[src/hw/rtl/dpbp_pkg.sv]
`default_nettype none

package dpbp_pkg;

	// fixed field widths
	localparam int unsigned DEPTH_W    = 16;
	localparam int unsigned OUT_W      = 41;
	localparam int unsigned DIV_W      = 20;
	localparam int unsigned DIM_REG_W  = 13;
	localparam int unsigned CFG_IDX_W  = 3;
	localparam int unsigned CFG_DATA_W = 20;

	// register reset values
	localparam logic [DIV_W-1:0]     FOCAL_X_RST  = 20'd83456;
	localparam logic [DIV_W-1:0]     FOCAL_Y_RST  = 20'd83456;
	localparam logic [DIV_W-1:0]     CENTRE_X_RST = 20'd40960;
	localparam logic [DIV_W-1:0]     CENTRE_Y_RST = 20'd30720;
	localparam logic [DIM_REG_W-1:0] FRAME_W_RST  = 13'd320;
	localparam logic [DIM_REG_W-1:0] FRAME_H_RST  = 13'd240;

	// configuration register indexes
	typedef enum logic [CFG_IDX_W-1:0] {
		CFG_FOCAL_X,
		CFG_FOCAL_Y,
		CFG_CENTRE_X,
		CFG_CENTRE_Y,
		CFG_FRAME_W,
		CFG_FRAME_H
	} cfg_reg_t;

	// control carried alongside the quotient bits through the divider chain
	typedef struct packed {
		logic               valid;
		logic               neg_x;
		logic               neg_y;
		logic [DEPTH_W-1:0] z;
	} ctl_t;

endpackage

`default_nettype wire

[src/hw/rtl/dpbp_div_cell.sv]
`default_nettype none

// one restoring division step for the x and y lanes
module dpbp_div_cell #(
	parameter int unsigned WORK_W = 44
) (
	input  wire logic                       clk,
	input  wire logic                       arst_n,
	input  wire logic                       en,
	input  wire logic [dpbp_pkg::DIV_W-1:0] div_x,
	input  wire logic [dpbp_pkg::DIV_W-1:0] div_y,
	input  wire dpbp_pkg::ctl_t             ctl_in,
	input  wire logic [dpbp_pkg::DIV_W-1:0] rem_x_in,
	input  wire logic [dpbp_pkg::DIV_W-1:0] rem_y_in,
	input  wire logic [WORK_W-1:0]          work_x_in,
	input  wire logic [WORK_W-1:0]          work_y_in,
	output dpbp_pkg::ctl_t                  ctl_out,
	output logic [dpbp_pkg::DIV_W-1:0]      rem_x_out,
	output logic [dpbp_pkg::DIV_W-1:0]      rem_y_out,
	output logic [WORK_W-1:0]               work_x_out,
	output logic [WORK_W-1:0]               work_y_out
);
	import dpbp_pkg::*;

	logic [DIV_W:0]   sh_x, sh_y, trial_x, trial_y;
	logic             ge_x, ge_y;
	logic [DIV_W-1:0] rem_x_nxt, rem_y_nxt;

	ctl_t             ctl_q;
	logic [DIV_W-1:0] rem_x_q, rem_y_q;
	logic [WORK_W-1:0] work_x_q, work_y_q;

	// bring down the next dividend bit and try the subtraction
	always_comb begin
		sh_x      = {rem_x_in, work_x_in[WORK_W-1]};
		sh_y      = {rem_y_in, work_y_in[WORK_W-1]};
		trial_x   = sh_x - {1'b0, div_x};
		trial_y   = sh_y - {1'b0, div_y};
		ge_x      = ~trial_x[DIV_W];
		ge_y      = ~trial_y[DIV_W];
		rem_x_nxt = ge_x ? trial_x[DIV_W-1:0] : sh_x[DIV_W-1:0];
		rem_y_nxt = ge_y ? trial_y[DIV_W-1:0] : sh_y[DIV_W-1:0];
	end

	// control register
	always_ff @(posedge clk or negedge arst_n) begin
		if (!arst_n) begin
			ctl_q <= '0;
		end else if (en) begin
			ctl_q <= ctl_in;
		end
	end

	// remainder and dividend/quotient shift word
	always_ff @(posedge clk) begin
		if (en) begin
			rem_x_q  <= rem_x_nxt;
			rem_y_q  <= rem_y_nxt;
			work_x_q <= {work_x_in[WORK_W-2:0], ge_x};
			work_y_q <= {work_y_in[WORK_W-2:0], ge_y};
		end
	end

	assign ctl_out    = ctl_q;
	assign rem_x_out  = rem_x_q;
	assign rem_y_out  = rem_y_q;
	assign work_x_out = work_x_q;
	assign work_y_out = work_y_q;

endmodule

`default_nettype wire

[config.mk]
export PLATFORM = sky130hd
export DESIGN_NAME = dpbp_div_cell
export DESIGN_NICKNAME = d
export VERILOG_FILES = /design/src/hw/rtl/dpbp_pkg.sv /design/src/hw/rtl/dpbp_div_cell.sv
export SDC_FILE = /design/constraint.sdc
export NUM_CORES = 1
export LEC_CHECK = 0
export ABC_AREA = 1
export BUFFER_PORTS_ARGS = -buffer_cell sky130_fd_sc_hd__buf_2
export CORE_MARGIN = 4
export CORE_UTILIZATION = 45
export CTS_CLUSTER_DIAMETER = 60
export DETAILED_ROUTE_END_ITERATION = 6
export PLACE_DENSITY_LB_ADDON = 0.08
export SLEW_MARGIN = 25
export SYNTH_ARGS = -nofsm -noshare
export SYNTH_HDL_FRONTEND = slang
export SYNTH_SLANG_ARGS = --single-unit
[constraint.sdc]
create_clock -name clk -period 1.65 [get_ports clk]
set_clock_uncertainty 0.15 [all_clocks]
set_input_delay 0.165 -clock clk [delete_from_list [all_inputs] [get_ports clk]]
set_output_delay 0.165 -clock clk [all_outputs]
set_load 0.03 [all_outputs]
After elaboration in Yosys (flattened, before gate mapping)
Cells that the tools add are included.
{"block": "op_classes", "order_cmp": 0, "eq_ne": 0, "n_bitwise": 2, "n_mux": 2, "div_mod_pow": 0, "addsub": 2, "reduce_logical": 0, "multipliers": 0, "shift": 0}
{"op": "$sub A21 B20 Y21", "n": 2}
{"op": "$mux W20", "n": 2}
{"op": "$not A1 Y1", "n": 2}
{"block": "totals", "reg_bits": 147, "n_memories": 0, "input_bits": 190, "ram_bits": 0, "latch_bits": 0, "wordCells": 14, "romBits": 0, "output_inout_bits": 147}

Longest topological paths before layout
{"block": "depth", "ltp_word": 2, "ltp_mapped": 15, "depth_no_buf": 14}

Worst setup path after synthesis
No wires, ideal clock.
{"block": "synth_path", "path_type": "in2reg", "from": "input work_y_in[43]", "to": "register rem_y_q[4] (netlist: rem_y_out[4]), data pin", "path_buffers": 1, "t_arrival_ns": 1.677, "required_time_ns": 1.248, "setup_ns": 0.252, "cell_stages": 13, "path_slack_ns": -0.429, "path_cell_list": "inv_1 ha_1 inv_1 fa_1 nand3_1 nand3_1 nand3b_4 nand3_2 nand2_2 nand2_2 buf_6 nand2_1 nand2_1"}
{"block": "synth_via", "elab_chain_len": 2}
{"element": "from (decl)", "line_no": "dpbp_div_cell.sv:16", "source": "input wire logic [WORK_W-1:0] work_y_in,"}
{"element": "$sub A21 B20 Y21", "line_no": "dpbp_div_cell.sv:38", "source": "trial_y = sh_y - {1'b0, div_y};"}
{"element": "$mux W20", "line_no": "dpbp_div_cell.sv:42", "source": "rem_y_nxt = ge_y ? trial_y[DIV_W-1:0] : sh_y[DIV_W-1:0];"}
{"element": "net rem_y_nxt[4]", "line_no": "dpbp_div_cell.sv:27", "source": "logic [DIV_W-1:0] rem_x_nxt, rem_y_nxt;"}
{"element": "to (signal assigned)", "line_no": "dpbp_div_cell.sv:58", "source": "rem_y_q <= rem_y_nxt;"}
{"element": "to (decl)", "line_no": "dpbp_div_cell.sv:30", "source": "logic [DIV_W-1:0] rem_x_q, rem_y_q;"}
The timed path passes the listed nets, and every way through them passes these cells.
A chain may end at the register's enable or synchronous reset.

Worst setup path after layout
{"block": "layout_path", "from": "input rem_y_in[12] in the netlist's numbering", "to": "register rem_y_q[15] (netlist: rem_y_out[15]), data pin"}
{"block": "layout_via", "elab_chain_len": 2}
{"element": "from (decl)", "line_no": "dpbp_div_cell.sv:14", "source": "input wire logic [dpbp_pkg::DIV_W-1:0] rem_y_in,"}
{"element": "$sub A21 B20 Y21", "line_no": "dpbp_div_cell.sv:38"}
{"element": "$mux W20", "line_no": "dpbp_div_cell.sv:42"}
{"element": "net rem_y_nxt[15]", "line_no": "dpbp_div_cell.sv:27"}
The timed path passes the listed nets, and every way through them passes these cells.

==> results.py <==
metrics = {
    "clocking": {
        "numClockSinks": 147,
        "cts_buffers": 17,
        "htree_levels": 4,
        "clock_latency_ps": 410,
        "cts_tree": "yes",
        "clockBufferDepth": 2,
        "clk_pin_slew_worst_paths_ps": 70,
        "cts_root_buf": "clkbuf_16",
    },
    "logic_synthesis": {
        "synth_top_area_frac": 0.4785,
        "ys_seq_elements": 147,
        "synth_area_um2": 8033,
        "ys_top_cells_by_count": "304 x nand2_1, 130 x inv_1, 128 x edfxtp_1, 80 x nand3_1, 50 x nor2_1",
        "synthTopCellsByArea": "edfxtp_1 48%, nand2_1 14%, ha_1 6.2%, inv_1 6.1%, dfrtp_1 5.9%",
        "yosysTopAreaCell": "edfxtp_1",
        "synth_ff_type": "edfxtp_1",
        "ys_seq_area_frac": 0.5377,
        "avgSynthCellArea_um2": 9.170,
        "yosysMostFrequentCell": "nand2_1",
        "synth_edf_count": 128,
        "syn_nets": 1108,
        "yosysWarnings": 0,
        "synthArstFlopShare": 0.1293,
        "synthDistinctLibCells": 30,
        "synthCells": 876,
    },
    "sta": {
        "clock.fmax_mhz": 566.8,
        "fin_ws_ps": -114.4,
        "setup_viol": 32,
        "fin_crit_ps": 1764,
        "hold_violations": 0,
        "worst_pin_slew_ps": 442.2,
        "fin_hold_ws_ps": 16.27,
        "tns_ps": -1376,
        "slew_headroom": 0.7052,
        "fin_crit_sh": 1.069,
        "rsz0062_at_grt": "yes",
        "drv_slew": 0,
    },
    "global_route": {
        "grt_pass1_vias": 8915,
        "track_usage": 0.3126,
        "grt-ovfl-total": 0,
        "grt_pass1_wl_um": 48500,
        "grt_max_degree": 55,
        "antenna_found_initial": 2,
    },
    "finish": {
        "areaGrowthSynthToFinish_pct": 83.10,
        "drive_gt1_frac": 0.4875,
        "n_fill_cell": 960,
        "nNetsFinal": 1780,
    },
    "outcome": {
        "violations": "setup timing",
        "status": "finished with violations",
    },
    "placement": {
        "gp_congestion": 0.9239,
        "io_buffers": 336,
        "dpl.hpwl_um": 21050,
        "dp_slack_ps": -551.0,
    },
    "critical_path": {
        "crit_type": "primary input to flip-flop",
        "slowest_delay_ps": 290,
        "crit_chain": "buf_2, ha_4, nand2_1, inv_2, nand2_4, nor2_4, buf_6, nand2_8, nand3_4, buf_6, nand2_8, buf_12, nand3_1, nand2_1",
        "worst-path-max-fanout": 5,
        "worst-path-buf-inv": 5,
        "end_kind": "flip-flop",
        "crit_slowest_cell": "ha_4",
        "path_delay_family": "simple AND/OR/NAND/NOR gates",
        "critical_path_required_ps": 1670,
        "critPathArrivalTime_ps": 1790,
        "crit_path_start_kind": "primary input",
    },
    "die": {
        "dieArea_um2": 20050,
        "io_pins": 337,
        "dieHeight_um": 141.6,
        "rows": 48,
        "die_w_um": 141.6,
        "core_area_um2": 17420,
        "start_util": 0.4612,
    },
    "drt": {
        "vias_per_cell": 5.063,
        "dr.pass1.iters": 6,
        "drcViolationCount": 0,
        "wirelength_um": 33530,
        "drtIter0Drc": 765,
        "ant_nets": 0,
        "wire_per_inst_um": 18.75,
        "vias": 9052,
    },
    "power_and_ir_drop": {
        "p_leak_nw": 7.299,
        "max-vdd-ir-drop_uv": 770.9,
        "power_per_cell_area_nw_per_um2": 910.7,
    },
    "job": {
        "max_cap_violations": 0,
    },
    "min_path": {
        "hp-class": "primary input to flip-flop",
    },
}
==> logic make-up (layout without fill, tap and decap cells) <==
family                   count (synthesis)  count (layout)  share of synthesized area
other                                    0               2                          0
adder cells (fa/ha/maj)                 42              42                    0.06729
buffers and inverters                  144             823                    0.06978
flip-flops                             147             147                     0.5377
AO/OA/AOI/OAI                           34              34                    0.02446
XOR/XNOR                                14              14                    0.01527
multiplexers                            19              19                    0.02664
AND/OR/NAND/NOR                        476             482                     0.2589
==> metal layers <==
metal  track usage  share of wire  up-vias
met5             0              0        -
met4        0.1162          0.040        0
met3       0.06033          0.069      102
met2        0.5412           0.51      473
met1        0.3886           0.38     4247
li1              -              -     4230
==> state kept, by name, summed over array words and instances (netlist names) <==
register / cells
ctl_out: 19
rem_x_out: 20
rem_y_out: 20
work_x_out: 44
work_y_out: 44
==> per-stage QoR <==
stage | utilization | instance area (um^2) | total power [mW] | std cells
after global routing | 0.8445 | 14710 | 13.94 | 1788
after detailed placement | 0.6618 | 11530 | 8.234 | 1578
after global placement | 0.6618 | 11530 | 8.179 | 1578
after CTS | 0.8046 | 14010 | 12.93 | 1766
final | 0.8445 | 14710 | 13.39 | 1788
after floorplan | - | 8436 | 6.741 | 876
==> power by group <==
group	leakage (nW)	internal (mW)	total, mW	switching, mW
Clock	0.315	2.46	4.28	1.81
Sequential	1.47	4.50	4.63	0.131
Combinational	5.51	1.87	4.49	2.62
Total	7.30	8.83	13.4	4.56
==> worst paths after layout <==
path / start / endpoint / slack (ps) / cells after the start
setup / recovery: rem_y_in[12] / rem_y_out[15] / -110 / 14
hold / removal: rem_y_in[1] / rem_y_out[2] / 20 / 4
setup reg to reg: ctl_out[12] / ctl_out[12] / 690 / 1
hold reg to reg: ctl_out[6] / ctl_out[6] / 360 / 1
max in group asynchronous: arst_n / ctl_out[8] / 930 / 2
min in group asynchronous: arst_n / ctl_out[17] / 100 / 2
==> cell usage in the layout, fill, tap and decap left out, types with 3 or more instances in the layout <==
master | netlist | routed
inv_2 | 6 | 22
nor2_4 | 3 | 5
nand3_2 | 2 | 32
nor2_1 | 50 | 46
inv_1 | 130 | 110
nand3_4 | 0 | 5
bufinv_16 | 0 | 3
a21oi_1 | 25 | 14
edfxtp_1 | 128 | 128
inv_6 | 0 | 5
buf_2 | 4 | 321
ha_4 | 0 | 32
nand2_2 | 10 | 43
xor2_1 | 14 | 13
nand2_4 | 2 | 15
a21oi_2 | 3 | 13
nand4_1 | 7 | 7
inv_8 | 0 | 3
buf_4 | 2 | 153
dlygate4sd3_1 | 0 | 143
nor3_1 | 4 | 4
buf_6 | 1 | 30
buf_12 | 0 | 7
nand2_1 | 304 | 254
nor2_2 | 3 | 5
nand4_4 | 1 | 4
nand3b_1 | 4 | 4
nand2_8 | 0 | 8
clkbuf_16 | 0 | 17
ha_1 | 40 | 7
o21bai_1 | 6 | 6
mux2_2 | 19 | 19
nand3_1 | 80 | 45
dfrtp_1 | 19 | 19
==> repair_timing <==
action,CTS,global route
resized for setup,63,130
hold buffers,143,0
setup buffers,8,17
setup endpoints to repair,40,42
cloned,5,4
endpoints found under the hold margin,171,0
pin swaps,27,49
==> area by class of cell <==
| class | instances | area, um^2 | area share |
|---|---|---|---|
| diodes | 2 | 5.005 | 0.0003403 |
| clock buffers | 17 | 425.4 | 0.02892 |
| clock inverters | 15 | 214.0 | 0.01455 |
| inverters | 136 | 540.5 | 0.03675 |
| multi-input cells | 591 | 4230 | 0.2876 |
| flip-flops and latches | 147 | 4319 | 0.2937 |
| well taps | 225 | 281.5 | 0.01914 |
| repair buffers | 655 | 4692 | 0.3190 |
Power figures use the tool's default switching activity.
